### config.mk
export PLATFORM = sky130hd
export DESIGN_NAME = tlb_page_table_cache_access
export DESIGN_NICKNAME = d
export VERILOG_FILES = /design/src/design/tpca_pkg.sv /design/src/design/tpca_ctrl.sv /design/src/design/tpca_datapath.sv /design/src/design/tlb_page_table_cache_access.sv
export VERILOG_INCLUDE_DIRS = /design/src /design/src/design
export SDC_FILE = /design/constraint.sdc
export NUM_CORES = 2
export LEC_CHECK = 0
export BUFFER_PORTS_ARGS = -buffer_cell sky130_fd_sc_hd__buf_2
export CAP_MARGIN = 10
export CORE_MARGIN = 8
export CORE_UTILIZATION = 55
export DETAILED_ROUTE_END_ITERATION = 10
export HOLD_SLACK_MARGIN = 0.02
export PLACE_DENSITY = 0.73
export SYNTH_ARGS = -nofsm -noshare
export SYNTH_HDL_FRONTEND = slang
export SYNTH_HIERARCHICAL = 1
export SYNTH_SLANG_ARGS = --single-unit
### constraint.sdc
create_clock -name clk_i -period 7.39 [get_ports clk_i]
set_input_delay 0.739 -clock clk_i [delete_from_list [all_inputs] [get_ports clk_i]]
set_output_delay 0.739 -clock clk_i [all_outputs]
set_load 0.01 [all_outputs]
### src/design/assert_macros.svh
// Assertion macros for the RTL of the translation and cache block.
// No dependencies; include by bare file name where assertions are written.
`ifndef ASSERT_MACROS_SVH
`define ASSERT_MACROS_SVH

// Check that cons holds in the same cycle as ante.
`define ASSERT_IMPLY(lbl, clk, rstn, ante, cons) \
  lbl: assert property (@(posedge clk) disable iff (!rstn) (ante) |-> (cons)) \
    else $error("assertion failed");

// Check that cons holds in the cycle after ante.
`define ASSERT_NEXT(lbl, clk, rstn, ante, cons) \
  lbl: assert property (@(posedge clk) disable iff (!rstn) (ante) |=> (cons)) \
    else $error("assertion failed");

`endif

### src/design/tpca_pkg.sv
// Package of the translation and cache block: sizes, constants and the
// command and status structs between controller and datapath. No dependencies.
`default_nettype none
package tpca_pkg;

  localparam int VA_W        = 10;
  localparam int STAMP_W     = 31;
  localparam int PAGE_W      = 7;
  localparam int OFF_W       = 3;
  localparam int FRAME_W     = 3;
  localparam int PA_W        = 6;
  localparam int TAG_W       = 4;
  localparam int VPAGES      = 128;
  localparam int TLB_ENTRIES = 32;
  localparam int TLB_IDX_W   = 5;
  localparam int FRAMES      = 8;
  localparam int WAYS        = 4;
  localparam int SCAN_W      = 5;

  localparam logic [STAMP_W-1:0] STAMP_CEIL = 31'h7FFF_FFFF;

  typedef struct packed {
    logic accept;
    logic lookup;
    logic pt_load;
    logic scan_start;
    logic scan_step;
    logic scan_tlb;
    logic evict;
    logic map;
    logic tlb_fill;
    logic cache;
    logic load_out;
  } cmd_t;

  typedef struct packed {
    logic tlb_hit;
    logic table_valid;
    logic scan_last;
    logic out_free;
  } status_t;

endpackage
`default_nettype wire

### src/design/tpca_ctrl.sv
// Sequencer of the translation and cache block: walks one transfer through
// lookup, fault handling, TLB refill and cache access. Uses tpca_pkg.
`default_nettype none
module tpca_ctrl (
  input  wire logic            clk_i,
  input  wire logic            rst_ni,
  input  wire logic            in_valid_i,
  output logic                 in_stall_o,
  input  tpca_pkg::status_t    status_i,
  output tpca_pkg::cmd_t       cmd_o
);
  import tpca_pkg::*;

  typedef enum logic [3:0] {
    S_IDLE, S_LOOKUP, S_PT, S_FSCAN, S_EVICT, S_MAP, S_TSCAN, S_TFILL, S_CACHE, S_DONE
  } state_e;

  state_e state_q, state_d;

  always_comb begin
    cmd_o   = '0;
    state_d = state_q;
    unique case (state_q)
      S_IDLE: begin
        cmd_o.accept = in_valid_i;
        if (in_valid_i) state_d = S_LOOKUP;
      end
      S_LOOKUP: begin
        cmd_o.lookup     = 1'b1;
        cmd_o.scan_start = 1'b1;
        if (status_i.tlb_hit) state_d = S_CACHE;
        else if (status_i.table_valid) state_d = S_PT;
        else state_d = S_FSCAN;
      end
      S_PT: begin
        cmd_o.pt_load    = 1'b1;
        cmd_o.scan_start = 1'b1;
        state_d          = S_TSCAN;
      end
      S_FSCAN: begin
        cmd_o.scan_step = 1'b1;
        if (status_i.scan_last) state_d = S_EVICT;
      end
      S_EVICT: begin
        cmd_o.evict = 1'b1;
        state_d     = S_MAP;
      end
      S_MAP: begin
        cmd_o.map        = 1'b1;
        cmd_o.scan_start = 1'b1;
        state_d          = S_TSCAN;
      end
      S_TSCAN: begin
        cmd_o.scan_step = 1'b1;
        cmd_o.scan_tlb  = 1'b1;
        if (status_i.scan_last) state_d = S_TFILL;
      end
      S_TFILL: begin
        cmd_o.tlb_fill = 1'b1;
        state_d        = S_CACHE;
      end
      S_CACHE: begin
        cmd_o.cache = 1'b1;
        state_d     = S_DONE;
      end
      S_DONE: begin
        cmd_o.load_out = status_i.out_free;
        if (status_i.out_free) state_d = S_IDLE;
      end
      default: state_d = S_IDLE;
    endcase
  end

  assign in_stall_o = (state_q != S_IDLE);

  always_ff @(posedge clk_i or negedge rst_ni) begin
    if (!rst_ni) begin
      state_q <= S_IDLE;
    end else begin
      state_q <= state_d;
    end
  end

endmodule
`default_nettype wire

### src/design/tpca_datapath.sv
// Datapath of the translation and cache block: TLB, page table memory, frame
// table, cache lines, replacement scan and output register. Uses tpca_pkg.
`default_nettype none
module tpca_datapath (
  input  wire logic                          clk_i,
  input  wire logic                          rst_ni,
  input  tpca_pkg::cmd_t                     cmd_i,
  output tpca_pkg::status_t                  status_o,
  input  wire logic [tpca_pkg::VA_W-1:0]     virtual_address_i,
  input  wire logic [tpca_pkg::STAMP_W-1:0]  cycle_stamp_i,
  output logic                               out_valid_o,
  input  wire logic                          out_stall_i,
  output logic                               tlb_hit_o,
  output logic                               page_table_hit_o,
  output logic                               page_fault_o,
  output logic                               cache_hit_o,
  output logic [tpca_pkg::FRAME_W-1:0]       frame_number_o,
  output logic [tpca_pkg::PA_W-1:0]          physical_address_o
);
  import tpca_pkg::*;

  logic [PAGE_W-1:0]  page_q;
  logic [OFF_W-1:0]   offset_q;
  logic [STAMP_W-1:0] stamp_q;
  logic [FRAME_W-1:0] frame_q;
  logic               free_q;

  logic [TLB_ENTRIES-1:0] tlb_valid_q;
  logic [PAGE_W-1:0]      tlb_page_q  [TLB_ENTRIES];
  logic [FRAME_W-1:0]     tlb_frame_q [TLB_ENTRIES];
  logic [STAMP_W-1:0]     tlb_stamp_q [TLB_ENTRIES];

  logic [VPAGES-1:0]  table_valid_q;
  logic [FRAME_W-1:0] table_mem [VPAGES];
  logic [FRAME_W-1:0] table_rdata_q;

  logic [FRAMES-1:0]  frame_valid_q;
  logic [STAMP_W-1:0] frame_stamp_q [FRAMES];
  logic [PAGE_W-1:0]  frame_owner_q [FRAMES];

  logic [WAYS-1:0]    line_valid_q;
  logic [WAYS-1:0]    line_recent_q;
  logic [TAG_W-1:0]   line_tag_q [WAYS];

  logic res_tlb_q, res_pt_q, res_fault_q, res_cache_q;

  logic [SCAN_W-1:0]  scan_idx_q;
  logic [SCAN_W-1:0]  pick_q;
  logic [STAMP_W-1:0] least_q;

  logic out_valid_q;

  // TLB search, first match wins
  logic [TLB_ENTRIES-1:0] hit_vec;
  logic [TLB_IDX_W-1:0]   hit_idx;
  always_comb begin
    hit_idx = '0;
    for (int i = TLB_ENTRIES - 1; i >= 0; i--) begin
      hit_vec[i] = tlb_valid_q[i] && (tlb_page_q[i] == page_q);
      if (hit_vec[i]) hit_idx = TLB_IDX_W'(i);
    end
  end

  // replacement scan, one entry per cycle
  logic               scan_valid;
  logic [STAMP_W-1:0] scan_stamp;
  logic [SCAN_W-1:0]  scan_last_idx;
  logic [SCAN_W-1:0]  pick_nxt;
  logic [STAMP_W-1:0] least_nxt;
  logic               found_nxt;
  always_comb begin
    if (cmd_i.scan_tlb) begin
      scan_valid    = tlb_valid_q[scan_idx_q[TLB_IDX_W-1:0]];
      scan_stamp    = tlb_stamp_q[scan_idx_q[TLB_IDX_W-1:0]];
      scan_last_idx = SCAN_W'(TLB_ENTRIES - 1);
    end else begin
      scan_valid    = frame_valid_q[scan_idx_q[FRAME_W-1:0]];
      scan_stamp    = frame_stamp_q[scan_idx_q[FRAME_W-1:0]];
      scan_last_idx = SCAN_W'(FRAMES - 1);
    end
    pick_nxt  = pick_q;
    least_nxt = least_q;
    found_nxt = 1'b0;
    if (!scan_valid) begin
      pick_nxt  = scan_idx_q;
      found_nxt = 1'b1;
    end else if (scan_stamp < least_q) begin
      pick_nxt  = scan_idx_q;
      least_nxt = scan_stamp;
    end
  end

  logic scan_last;
  assign scan_last = !scan_valid || (scan_idx_q == scan_last_idx);

  // cache lookup and victim choice
  logic [PA_W-1:0]  phys;
  logic [TAG_W-1:0] tag;
  logic [WAYS-1:0]  c_hit_vec;
  logic             c_hit;
  logic [1:0]       clear_cnt;
  logic [$clog2(WAYS)-1:0] c_pick;
  always_comb begin
    phys      = {frame_q, offset_q};
    tag       = phys[PA_W-1:PA_W-TAG_W];
    clear_cnt = '0;
    c_pick    = '0;
    for (int w = 0; w < WAYS; w++) begin
      c_hit_vec[w] = line_valid_q[w] && (line_tag_q[w] == tag);
    end
    for (int w = WAYS - 1; w >= 0; w--) begin
      if (!line_recent_q[w]) c_pick = ($clog2(WAYS))'(w);
    end
    for (int w = 0; w < WAYS; w++) begin
      if (!line_recent_q[w] && clear_cnt != 2'd2) clear_cnt = clear_cnt + 2'd1;
    end
  end
  assign c_hit = |c_hit_vec;

  assign status_o.tlb_hit     = |hit_vec;
  assign status_o.table_valid = table_valid_q[page_q];
  assign status_o.scan_last   = scan_last;
  assign status_o.out_free    = !out_valid_q || !out_stall_i;

  // control state and valid bits
  always_ff @(posedge clk_i or negedge rst_ni) begin
    if (!rst_ni) begin
      tlb_valid_q   <= '0;
      table_valid_q <= '0;
      frame_valid_q <= '0;
      line_valid_q  <= '0;
      line_recent_q <= '0;
      res_tlb_q     <= 1'b0;
      res_pt_q      <= 1'b0;
      res_fault_q   <= 1'b0;
      res_cache_q   <= 1'b0;
      out_valid_q   <= 1'b0;
    end else begin
      if (cmd_i.lookup) begin
        res_tlb_q   <= |hit_vec;
        res_pt_q    <= !(|hit_vec) && table_valid_q[page_q];
        res_fault_q <= !(|hit_vec) && !table_valid_q[page_q];
      end
      if (cmd_i.evict && !free_q) begin
        table_valid_q[frame_owner_q[frame_q]] <= 1'b0;
        for (int i = 0; i < TLB_ENTRIES; i++) begin
          if (tlb_frame_q[i] == frame_q) tlb_valid_q[i] <= 1'b0;
        end
        for (int w = 0; w < WAYS; w++) begin
          if (line_tag_q[w][TAG_W-1:TAG_W-FRAME_W] == frame_q) begin
            line_valid_q[w]  <= 1'b0;
            line_recent_q[w] <= 1'b0;
          end
        end
      end
      if (cmd_i.map) begin
        table_valid_q[page_q] <= 1'b1;
        frame_valid_q[frame_q] <= 1'b1;
      end
      if (cmd_i.tlb_fill) tlb_valid_q[pick_q[TLB_IDX_W-1:0]] <= 1'b1;
      if (cmd_i.cache) begin
        res_cache_q <= c_hit;
        if (c_hit) begin
          for (int w = 0; w < WAYS; w++) begin
            if (c_hit_vec[w]) line_recent_q[w] <= 1'b1;
          end
        end else begin
          // with fewer than two clear bits, clear the set before marking the victim
          for (int w = 0; w < WAYS; w++) begin
            if (w == int'(c_pick)) line_recent_q[w] <= 1'b1;
            else if (clear_cnt != 2'd2) line_recent_q[w] <= 1'b0;
          end
          line_valid_q[c_pick] <= 1'b1;
        end
      end
      if (cmd_i.load_out) out_valid_q <= 1'b1;
      else if (!out_stall_i) out_valid_q <= 1'b0;
    end
  end

  // payload
  always_ff @(posedge clk_i) begin
    table_rdata_q <= table_mem[page_q];
    if (cmd_i.accept) begin
      page_q   <= virtual_address_i[OFF_W +: PAGE_W];
      offset_q <= virtual_address_i[OFF_W-1:0];
      stamp_q  <= cycle_stamp_i;
    end
    if (cmd_i.lookup && (|hit_vec)) begin
      frame_q              <= tlb_frame_q[hit_idx];
      tlb_stamp_q[hit_idx] <= stamp_q;
    end
    if (cmd_i.pt_load) frame_q <= table_rdata_q;
    if (cmd_i.scan_start) begin
      scan_idx_q <= '0;
      pick_q     <= '0;
      least_q    <= STAMP_CEIL;
    end else if (cmd_i.scan_step) begin
      scan_idx_q <= scan_idx_q + SCAN_W'(1);
      pick_q     <= pick_nxt;
      least_q    <= least_nxt;
      if (scan_last && !cmd_i.scan_tlb) begin
        frame_q <= pick_nxt[FRAME_W-1:0];
        free_q  <= found_nxt;
      end
    end
    if (cmd_i.map) begin
      table_mem[page_q]      <= frame_q;
      frame_owner_q[frame_q] <= page_q;
      frame_stamp_q[frame_q] <= stamp_q;
    end
    if (cmd_i.tlb_fill) begin
      tlb_page_q[pick_q[TLB_IDX_W-1:0]]  <= page_q;
      tlb_frame_q[pick_q[TLB_IDX_W-1:0]] <= frame_q;
      tlb_stamp_q[pick_q[TLB_IDX_W-1:0]] <= stamp_q;
    end
    if (cmd_i.cache && !c_hit) begin
      line_tag_q[c_pick]     <= tag;
      frame_stamp_q[frame_q] <= stamp_q;
    end
    if (cmd_i.load_out) begin
      tlb_hit_o          <= res_tlb_q;
      page_table_hit_o   <= res_pt_q;
      page_fault_o       <= res_fault_q;
      cache_hit_o        <= res_cache_q;
      frame_number_o     <= frame_q;
      physical_address_o <= phys;
    end
  end

  assign out_valid_o = out_valid_q;

endmodule
`default_nettype wire

### src/design/tlb_page_table_cache_access.sv
// Address translation and cache lookup for one memory side. Each input
// transfer carries a 10-bit virtual address and a 31-bit recency stamp and
// yields one result transfer: TLB hit, page-table hit or page fault, cache
// hit, the frame and the 6-bit physical address. Items are handled one at a
// time. A TLB hit goes through lookup, cache access and the load of the
// output register. A page-table hit adds the table memory read and a scan
// of the 32 TLB stamps for the refill slot, one entry a cycle and ending at
// the first invalid entry, plus the refill itself. A fault instead scans the
// 8 frame stamps one a cycle, ending at a free frame, then invalidates the
// page-table, TLB and cache entries of a victim that was in use, writes the
// new mapping, then scans and refills the TLB. The block returns to its idle
// state after each result before the next transfer is taken. The next
// transfer is taken once the result sits in the output register, even while
// that result is still stalled.
// Depends on tpca_pkg, tpca_ctrl, tpca_datapath and assert_macros.svh.
`default_nettype none
`include "assert_macros.svh"
module tlb_page_table_cache_access (
  input  wire logic                          clk_i,
  input  wire logic                          rst_ni,
  input  wire logic                          in_valid_i,
  output logic                               in_stall_o,
  input  wire logic [tpca_pkg::VA_W-1:0]     virtual_address_i,
  input  wire logic [tpca_pkg::STAMP_W-1:0]  cycle_stamp_i,
  output logic                               out_valid_o,
  input  wire logic                          out_stall_i,
  output logic                               tlb_hit_o,
  output logic                               page_table_hit_o,
  output logic                               page_fault_o,
  output logic                               cache_hit_o,
  output logic [tpca_pkg::FRAME_W-1:0]       frame_number_o,
  output logic [tpca_pkg::PA_W-1:0]          physical_address_o
);
  import tpca_pkg::*;

  cmd_t    cmd;
  status_t status;

  // sequence each transfer through the datapath
  tpca_ctrl u_ctrl (
    .clk_i      (clk_i),
    .rst_ni     (rst_ni),
    .in_valid_i (in_valid_i),
    .in_stall_o (in_stall_o),
    .status_i   (status),
    .cmd_o      (cmd)
  );

  // hold all translation and cache state plus the output register
  tpca_datapath u_dp (
    .clk_i              (clk_i),
    .rst_ni             (rst_ni),
    .cmd_i              (cmd),
    .status_o           (status),
    .virtual_address_i  (virtual_address_i),
    .cycle_stamp_i      (cycle_stamp_i),
    .out_valid_o        (out_valid_o),
    .out_stall_i        (out_stall_i),
    .tlb_hit_o          (tlb_hit_o),
    .page_table_hit_o   (page_table_hit_o),
    .page_fault_o       (page_fault_o),
    .cache_hit_o        (cache_hit_o),
    .frame_number_o     (frame_number_o),
    .physical_address_o (physical_address_o)
  );

  // exactly one translation outcome per result
  `ASSERT_IMPLY(a_one_outcome, clk_i, rst_ni, out_valid_o, $onehot({tlb_hit_o, page_table_hit_o, page_fault_o}))
  // physical address carries the frame in its upper bits
  `ASSERT_IMPLY(a_frame_in_pa, clk_i, rst_ni, out_valid_o, physical_address_o[PA_W-1:OFF_W] == frame_number_o)
  // an accepted transfer makes the block busy in the next cycle
  `ASSERT_NEXT(a_busy_after_accept, clk_i, rst_ni, in_valid_i && !in_stall_o, in_stall_o)

endmodule
`default_nettype wire
# Yosys cells after proc, flatten, opt, wreduce, memory -nomap -nowiden

Memories as Yosys holds them, arrays and structs flattened. A register that Yosys moved wholly into a read port is not among the register bits.
Index checks and enable logic that the tools add are counted.

Add/sub/neg operators: 4
Order comparisons: 13
Equal/unequal tests: 95
Muxes and demuxes: 165
Bitwise logic cells: 8
Reductions and logical operators: 76

Operator list:

| cell                 | number |
|---|---|
| $mux W128            | 2 |
| $eq A7 B7 Y1         | 32 |
| $mux W5              | 38 |
| $and A128 B128 Y128  | 1 |
| $not A128 Y128       | 1 |
| $or A128 B128 Y128   | 1 |
| $eq A3 B3 Y1         | 36 |
| $mux W31             | 3 |
| $mux W1              | 86 |
| $mux W32             | 2 |
| $logic_and A1 B1 Y1  | 50 |
| $mux W4              | 11 |
| $pmux W4 S9          | 1 |
| $or A32 B32 Y32      | 1 |
| $reduce_or A32 Y1    | 1 |
| $lt A31 B31 Y1       | 1 |
| $reduce_or A31 Y1    | 1 |
| $mux W3              | 7 |
| $eq A4 B3 Y1 const B | 4 |
| $eq A4 B4 Y1         | 4 |
| $lt A7 B8 Y1 const B | 2 |
| $demux W1 S7         | 2 |
| $ge A7 B1 Y1 const B | 2 |
| $mux W2              | 7 |
| other kinds (39)     | 65 |

Memories kept: 7
Word-level logic and storage cells: 394
Memory bits (writable): 2,016
Register bits after elaboration: 284

Memory list:

| memory             | depth | width | read ports | clocked after Yosys merged registers in | wr ports | line                | RTL |
|---|---|---|---|---|---|---|---|
| u_dp.tlb_stamp_q   | 32    | 31    | 1          | 1                                       | 1        | tpca_datapath.sv:31 | `logic [STAMP_W-1:0] tlb_stamp_q [TLB_ENTRIES];` |
| u_dp.table_mem     | 128   | 3     | 1          | 1                                       | 1        | tpca_datapath.sv:34 | `logic [FRAME_W-1:0] table_mem [VPAGES];` |
| u_dp.frame_stamp_q | 8     | 31    | 1          | 1                                       | 1        | tpca_datapath.sv:38 | `logic [STAMP_W-1:0] frame_stamp_q [FRAMES];` |
| u_dp.tlb_page_q    | 32    | 7     | 32         | 0                                       | 1        | tpca_datapath.sv:29 | `logic [PAGE_W-1:0] tlb_page_q [TLB_ENTRIES];` |
| u_dp.tlb_frame_q   | 32    | 3     | 33         | 0                                       | 1        | tpca_datapath.sv:30 | `logic [FRAME_W-1:0] tlb_frame_q [TLB_ENTRIES];` |
| u_dp.frame_owner_q | 8     | 7     | 1          | 1                                       | 1        | tpca_datapath.sv:39 | `logic [PAGE_W-1:0] frame_owner_q [FRAMES];` |
| 1 more memories    | --    | --    | --         | --                                      | --       | --                  |  |

# Depth between registers and ports, before layout

An unclocked memory read counts as a cell.

Depth in word-level cells: 41
Gate-level depth with buffers: 20
Depth with buffers taken out: 16

# By module

Netlist, hierarchy kept.

Modules (own cells, without submodules):

| module        | area an instance (sq um) | cells each | instances |
|---|---|---|---|
| tpca_datapath | 92,093.3                 | 5,213      | 1 |
| tpca_ctrl     | 375.4                    | 54         | 1 |

# Worst setup path before layout

No wires, ideal clock.

Path type: register to register
Start point: register u_dp.frame_q[2]
End point: memory u_dp.frame_stamp_q[4][0], enable pin
Cell stages (with the launch flop): 10
Path slack: 0.185 ns
Arrival time: 6.748 ns
Data required time: 6.932 ns
Clock period less this slack: 7.205 ns
Path through: dfxtp_1 buf_2 buf_1 buf_2 xor2_1 nor3_1 and3_1 nor4_1 o21ai_0 nor3_1

Cells in the longest elaborated chain, start to end: 8
Elaborated cells on any way between the ends: 14
Those cells by class: eq/ne: 4; mux: 2; bitwise: 1; reduce/logical: 7

Ends and longest elaborated chain:

| item                          | line                 | RTL |
|---|---|---|
| start, declared               | tpca_datapath.sv:25  | `logic [FRAME_W-1:0] frame_q;` |
| start signal, assigned        | tpca_datapath.sv:190 | `frame_q <= tlb_frame_q[hit_idx];` |
| start signal, assigned        | tpca_datapath.sv:193 | `if (cmd_i.pt_load) frame_q <= table_rdata_q;` |
| start signal, assigned        | tpca_datapath.sv:203 | `frame_q <= pick_nxt[FRAME_W-1:0];` |
| $eq A4 B4 Y1                  | tpca_datapath.sv:109 | `c_hit_vec[w] = line_valid_q[w] && (line_tag_q[w] == tag);` |
| $logic_and A1 B1 Y1           | tpca_datapath.sv:109 |  |
| $reduce_or A4 Y1              | tpca_datapath.sv:118 | `assign c_hit = \|c_hit_vec;` |
| $logic_not A1 Y1              | tpca_datapath.sv:217 | `if (cmd_i.cache && !c_hit) begin` |
| $logic_and A1 B1 Y1           | tpca_datapath.sv:217 |  |
| $mux W1                       | tpca_datapath.sv:217 |  |
| $mux W1 (not written as such) | tpca_datapath.sv:219 | `frame_stamp_q[frame_q] <= stamp_q;` |
| $or A1 B1 Y1 (no line)        | --                   |  |
| end, declared                 | tpca_datapath.sv:38  |  |

Parallel ways exist; a longest one is shown, timed or not.

# Final worst setup path

Start point: register u_dp.page_q[0]
End point: memory u_dp.tlb_stamp_q[31][23], enable pin

Cells in the longest elaborated chain, start to end: 35
Elaborated cells on any way between the ends: 102
Those cells by class: eq/ne: 32; mux: 36; reduce/logical: 34

Ends and longest elaborated chain:

| item                   | line                 | RTL |
|---|---|---|
| start, declared        | tpca_datapath.sv:22  | `logic [PAGE_W-1:0] page_q;` |
| start signal, assigned | tpca_datapath.sv:185 | `page_q <= virtual_address_i[OFF_W +: PAGE_W];` |
| $eq A7 B7 Y1           | tpca_datapath.sv:59  | `hit_vec[i] = tlb_valid_q[i] && (tlb_page_q[i] == page_q);` |
| $logic_and A1 B1 Y1    | tpca_datapath.sv:59  |  |
| $mux W5 (32 in a row)  | tpca_datapath.sv:60  | `if (hit_vec[i]) hit_idx = TLB_IDX_W'(i);` |
| $mux W5 (no line)      | --                   |  |
| end, declared          | tpca_datapath.sv:31  |  |

Parallel ways exist; a longest one is shown, timed or not.

==> flow_summary.html <==
<table>
<tr><th>Metric</th><th>Value</th></tr>
<tr><th colspan="2">Status</th></tr>
<tr><td>Status</td><td>finished clean</td></tr>
<tr><th colspan="2">Power</th></tr>
<tr><td>Total power divided by cell area</td><td>331 nW/um2</td></tr>
<tr><td>Leakage power total</td><td>33.7 nW</td></tr>
<tr><td>VDD IR-drop max</td><td>281 uV</td></tr>
<tr><th colspan="2">Timing</th></tr>
<tr><td>Maximum achievable frequency</td><td>171 MHz</td></tr>
<tr><td>Number of max-slew violations in the final report</td><td>0</td></tr>
<tr><td>Final min period</td><td>5.83 ns</td></tr>
<tr><td>Transition time at the pin with the least slew margin</td><td>1.37 ns</td></tr>
<tr><td>Fin Setup TNS</td><td>0 ns</td></tr>
<tr><td>Setup skew after layout</td><td>0.104 ns</td></tr>
<tr><td>Setup violations, final</td><td>0</td></tr>
<tr><td>Final-report hold violation count</td><td>0</td></tr>
<tr><td>Setup repair after global routing missed its margin</td><td>false</td></tr>
<tr><td>Max transition margin</td><td>8.81%</td></tr>
<tr><td>Final worst path period share</td><td>78.9%</td></tr>
<tr><th colspan="2">Placed design</th></tr>
<tr><td>Placed cells</td><td>7355</td></tr>
<tr><td>GPL Wtd Cong</td><td>0.851</td></tr>
<tr><td>Count of input and output buffers</td><td>59</td></tr>
<tr><td>Placed wire-length estimate after detailed placement</td><td>129000 um</td></tr>
<tr><th colspan="2">Yosys</th></tr>
<tr><td>Portion of synthesized cell area occupied by the leading cell type</td><td>67.2%</td></tr>
<tr><td>Post-synthesis cell count</td><td>5267</td></tr>
<tr><td>Unique cell type count in the Yosys netlist</td><td>77</td></tr>
<tr><td>Number of nets in the synthesized netlist</td><td>5347</td></tr>
<tr><td>Netlist area before placement</td><td>92500 um2</td></tr>
<tr><td>Most frequently used cell type in the post-synthesis netlist</td><td>sky130_fd_sc_hd__edfxtp_1</td></tr>
<tr><td>Post-synth top cells</td><td>2068 x sky130_fd_sc_hd__edfxtp_1, 390 x sky130_fd_sc_hd__mux4_2, 339 x sky130_fd_sc_hd__o21ai_0, 252 x sky130_fd_sc_hd__nor2_1, 213 x sky130_fd_sc_hd__a22oi_1</td></tr>
<tr><td>Post-synthesis average cell area</td><td>17.6 um2</td></tr>
<tr><td>Fraction of the yosys area taken by sequential cells</td><td>73.3%</td></tr>
<tr><td>Cell taking the most area after synthesis</td><td>sky130_fd_sc_hd__edfxtp_1</td></tr>
<tr><td>Synth top area cells</td><td>sky130_fd_sc_hd__edfxtp_1 67%, sky130_fd_sc_hd__mux4_2 9.5%, sky130_fd_sc_hd__dfrtp_1 5.0%, sky130_fd_sc_hd__xnor2_1 1.9%, sky130_fd_sc_hd__o21ai_0 1.8%</td></tr>
<tr><td>Synth warn</td><td>6</td></tr>
<tr><td>Post-synth EDFFs</td><td>2068</td></tr>
<tr><td>Primary FF master, synth</td><td>sky130_fd_sc_hd__edfxtp_1</td></tr>
<tr><td>Share of synthesized flip-flops with an asynchronous set or reset</td><td>8.03%</td></tr>
<tr><td>Post-synthesis sequential element count</td><td>2305</td></tr>
<tr><th colspan="2">Clocking</th></tr>
<tr><td>Clock H-tree levels</td><td>4</td></tr>
<tr><td>Buffer cell driving the clock tree root</td><td>sky130_fd_sc_hd__clkbuf_16</td></tr>
<tr><td>Clk pin slew, worst setup/hold paths</td><td>0.06 ns</td></tr>
<tr><td>TritonCTS buffer count</td><td>217</td></tr>
<tr><td>CTS tree</td><td>yes</td></tr>
<tr><td>Clock Tree Buf Depth</td><td>3</td></tr>
<tr><td>TritonCTS sink count</td><td>2305</td></tr>
<tr><td>Cts repair resizes</td><td>0</td></tr>
<tr><td>Later-pin clock latency in the skew report</td><td>0.89 ns</td></tr>
<tr><th colspan="2">Hold path</th></tr>
<tr><td>Hold Path Class</td><td>in2reg</td></tr>
<tr><th colspan="2">Floorplan</th></tr>
<tr><td>Row cnt</td><td>150</td></tr>
<tr><td>Floorplan die width</td><td>426 um</td></tr>
<tr><td>Die area</td><td>182000 um2</td></tr>
<tr><td>Placeable core region</td><td>167000 um2</td></tr>
<tr><td>Boundary Pins</td><td>60</td></tr>
<tr><td>Initial Utilization</td><td>55.4%</td></tr>
<tr><td>Die Y</td><td>426 um</td></tr>
<tr><th colspan="2">Critical path</th></tr>
<tr><td>Crit path launch type</td><td>register</td></tr>
<tr><td>Cell family with most CP delay</td><td>simple AND/OR/NAND/NOR gates</td></tr>
<tr><td>Cells traversed along the worst timing path</td><td>buf_4, xor2_1, nor4_1, and4_1, or4_1, nand4b_1, nor3_1, nor2_1, nand3_1, o21ai_4, buf_4</td></tr>
<tr><td>Required time at the endpoint of the critical path</td><td>7.86 ns</td></tr>
<tr><td>Crit path max-delay cell type</td><td>sky130_fd_sc_hd__o21ai_4</td></tr>
<tr><td>Maximum fanout count along the critical path</td><td>42</td></tr>
<tr><td>Worst setup path category</td><td>reg2reg</td></tr>
<tr><td>Worst path arrival time</td><td>6.30 ns</td></tr>
<tr><td>Largest incremental delay on the critical path</td><td>0.95 ns</td></tr>
<tr><td>Buf/Inv on CP</td><td>2</td></tr>
<tr><td>Most common cell on crit path</td><td>sky130_fd_sc_hd__buf_4</td></tr>
<tr><td>Sort of element at the end of the critical path</td><td>register</td></tr>
<tr><th colspan="2">GRT</th></tr>
<tr><td>Global Route met1 Usage</td><td>34.9%</td></tr>
<tr><td>Busiest metal layer after global routing</td><td>met2</td></tr>
<tr><td>GRT Total Usage</td><td>25.1%</td></tr>
<tr><td>Antenna violations before repair</td><td>1</td></tr>
<tr><td>Met3 Use GR</td><td>5.36%</td></tr>
<tr><td>Pin count of the biggest net entering global routing</td><td>101</td></tr>
<tr><td>Vias in the first global route</td><td>51400</td></tr>
<tr><td>Residual overflow from global routing</td><td>0</td></tr>
<tr><td>Global-route wire length before repair</td><td>339000 um</td></tr>
<tr><td>Met2 Resource Use GR</td><td>40.2%</td></tr>
<tr><th colspan="2">Detailed routing</th></tr>
<tr><td>Mean routed wirelength per cell</td><td>29.6 um</td></tr>
<tr><td>Total Wirelength</td><td>231000 um</td></tr>
<tr><td>Remaining design rule violation count</td><td>0</td></tr>
<tr><td>Number of optimization iterations in the first detailed-route pass</td><td>6</td></tr>
<tr><td>Number of vias per cell after detailed routing</td><td>6.55</td></tr>
<tr><td>Violation count after the first detailed-route iteration</td><td>6898</td></tr>
<tr><td>Number of nets with antenna violations after routing</td><td>0</td></tr>
<tr><td>Overall via count from detail_route</td><td>51100</td></tr>
<tr><th colspan="2">Final layout</th></tr>
<tr><td>Count of filler cells inserted in the layout</td><td>11500</td></tr>
<tr><td>Final net count</td><td>5490</td></tr>
<tr><td>Total area of sequential cells</td><td>67800 um2</td></tr>
<tr><td>Fraction of layout instances using a drive strength above 1</td><td>18.1%</td></tr>
<tr><td>Final Instance Count excl. Fillers</td><td>7799</td></tr>
<tr><td>Area Growth Syn to Fin</td><td>12.3%</td></tr>
<tr><td>Area occupied by multi-input gates</td><td>23400 um2</td></tr>
<tr><th colspan="2">Job</th></tr>
<tr><td>Number of maximum-capacitance constraint violations</td><td>0</td></tr>
</table>
==> kinds of logic after synthesis <==
logic type      Yosys count  share of synthesized area, %
mux                     481                          10.5
fa+ha+maj                35                         0.474
xor+xnor                342                          3.24
buf+inv                 417                          1.93
flops                  2305                          73.3
simple gates            763                          3.97
compound gates          924                          6.59
==> routing by layer <==
metal	vias up	part of all wire (%)
li1	21200	-
met1	26400	39
met2	2984	48
met3	482	10
met4	2	3.1
met5	-	0.0030
==> flip-flops by register name, summed over array words and instances, names as in the netlist, 5 cells and up, named ones only <==
| name | cells |
|---|---|
| u_dp/frame_owner_q | 56 |
| u_dp/stamp_q | 31 |
| u_dp/table_mem | 384 |
| u_dp/page_q | 7 |
| u_dp/scan_idx_q | 5 |
| u_dp/frame_stamp_q | 248 |
| u_dp/tlb_frame_q | 96 |
| u_dp/pick_q | 5 |
| u_dp/least_q | 31 |
| u_dp/tlb_page_q | 224 |
| u_dp/line_tag_q | 16 |
| u_dp/tlb_valid_q | 32 |
| u_dp/frame_valid_q | 8 |
| u_dp/tlb_stamp_q | 992 |
| u_dp/table_valid_q | 128 |
==> cells in the final DEF, fill, tap and decap left out, types with 96 or more instances in the layout <==
master / Yosys / routed
sky130_fd_sc_hd__a22oi_1: 213 / 213
sky130_fd_sc_hd__nor2_1: 252 / 242
sky130_fd_sc_hd__o21ai_0: 339 / 307
sky130_fd_sc_hd__clkbuf_16: 0 / 217
sky130_fd_sc_hd__dfrtp_1: 185 / 185
sky130_fd_sc_hd__mux4_2: 390 / 390
sky130_fd_sc_hd__nand4_1: 121 / 121
sky130_fd_sc_hd__buf_4: 20 / 136
sky130_fd_sc_hd__xor2_1: 143 / 143
sky130_fd_sc_hd__xnor2_1: 199 / 199
sky130_fd_sc_hd__a21oi_1: 96 / 96
sky130_fd_sc_hd__nand2_1: 194 / 193
sky130_fd_sc_hd__edfxtp_1: 2068 / 2068
==> where the power goes <==
part | total (mW) | switching (mW) | internal (mW)
registers | 16.0 | 0.560 | 15.4
logic | 7.06 | 4.29 | 2.77
clock network | 11.4 | 4.93 | 6.45
total | 34.4 | 9.77 | 24.6
==> layout make-up <==
| type | count | area share [%] |
|---|---|---|
| Clock inverter | 133 | 1.64 |
| Inverter | 90 | 0.325 |
| Tap cell | 2204 | 2.66 |
| Clock buffer | 269 | 5.47 |
| Multi-Input combinational cell | 2545 | 22.5 |
| Antenna cell | 2 | 0.00482 |
| Timing Repair Buffer | 251 | 2.06 |
| Sequential cell | 2305 | 65.3 |
==> path summary, 6_finish.rpt <==
| kind | from | to | slack (ns) | cells past startpoint |
|---|---|---|---|---|
| max in group asynchronous | rst_ni | u_dp/line_valid_q[1] | 5.49 | 3 |
| worst max register to register | u_dp/page_q[0] | u_dp/tlb_stamp_q[31][23] | 1.56 | 11 |
| worst max-delay path | u_dp/page_q[0] | u_dp/tlb_stamp_q[31][23] | 1.56 | 11 |
| min in group asynchronous | rst_ni | u_dp/table_valid_q[48] | 0.45 | 2 |
| worst min register to register | u_dp/res_fault_q | u_dp/page_fault_o | 0.45 | 0 |
| worst min-delay path | cycle_stamp_i[13] | u_dp/stamp_q[13] | 0.06 | 1 |
==> metrics by stage <==
step           utilization (%)  worst slack (ns)  power [mW]  hold slack, ns  area, um2
2_1_floorplan                -             0.185        20.9           0.400      92500
3_3_place_gp              57.4              1.68        23.0           0.401      95900
3_5_place_dp              57.4              1.64        23.2           0.405      95900
4_1_cts                   62.1              1.58        34.4          0.0204     104000
5_1_grt                   62.1              1.29        35.6          0.0338     104000
6_report                  62.1              1.56        34.4          0.0593     104000
==> what timing repair did <==
item,in CTS,in global routing
hold buffers,34,0
setup endpoints to repair,0,0
endpoints found under the hold margin,95,0
buffers inserted,0,0
Note: power is estimated with default switching activity, not from simulation.
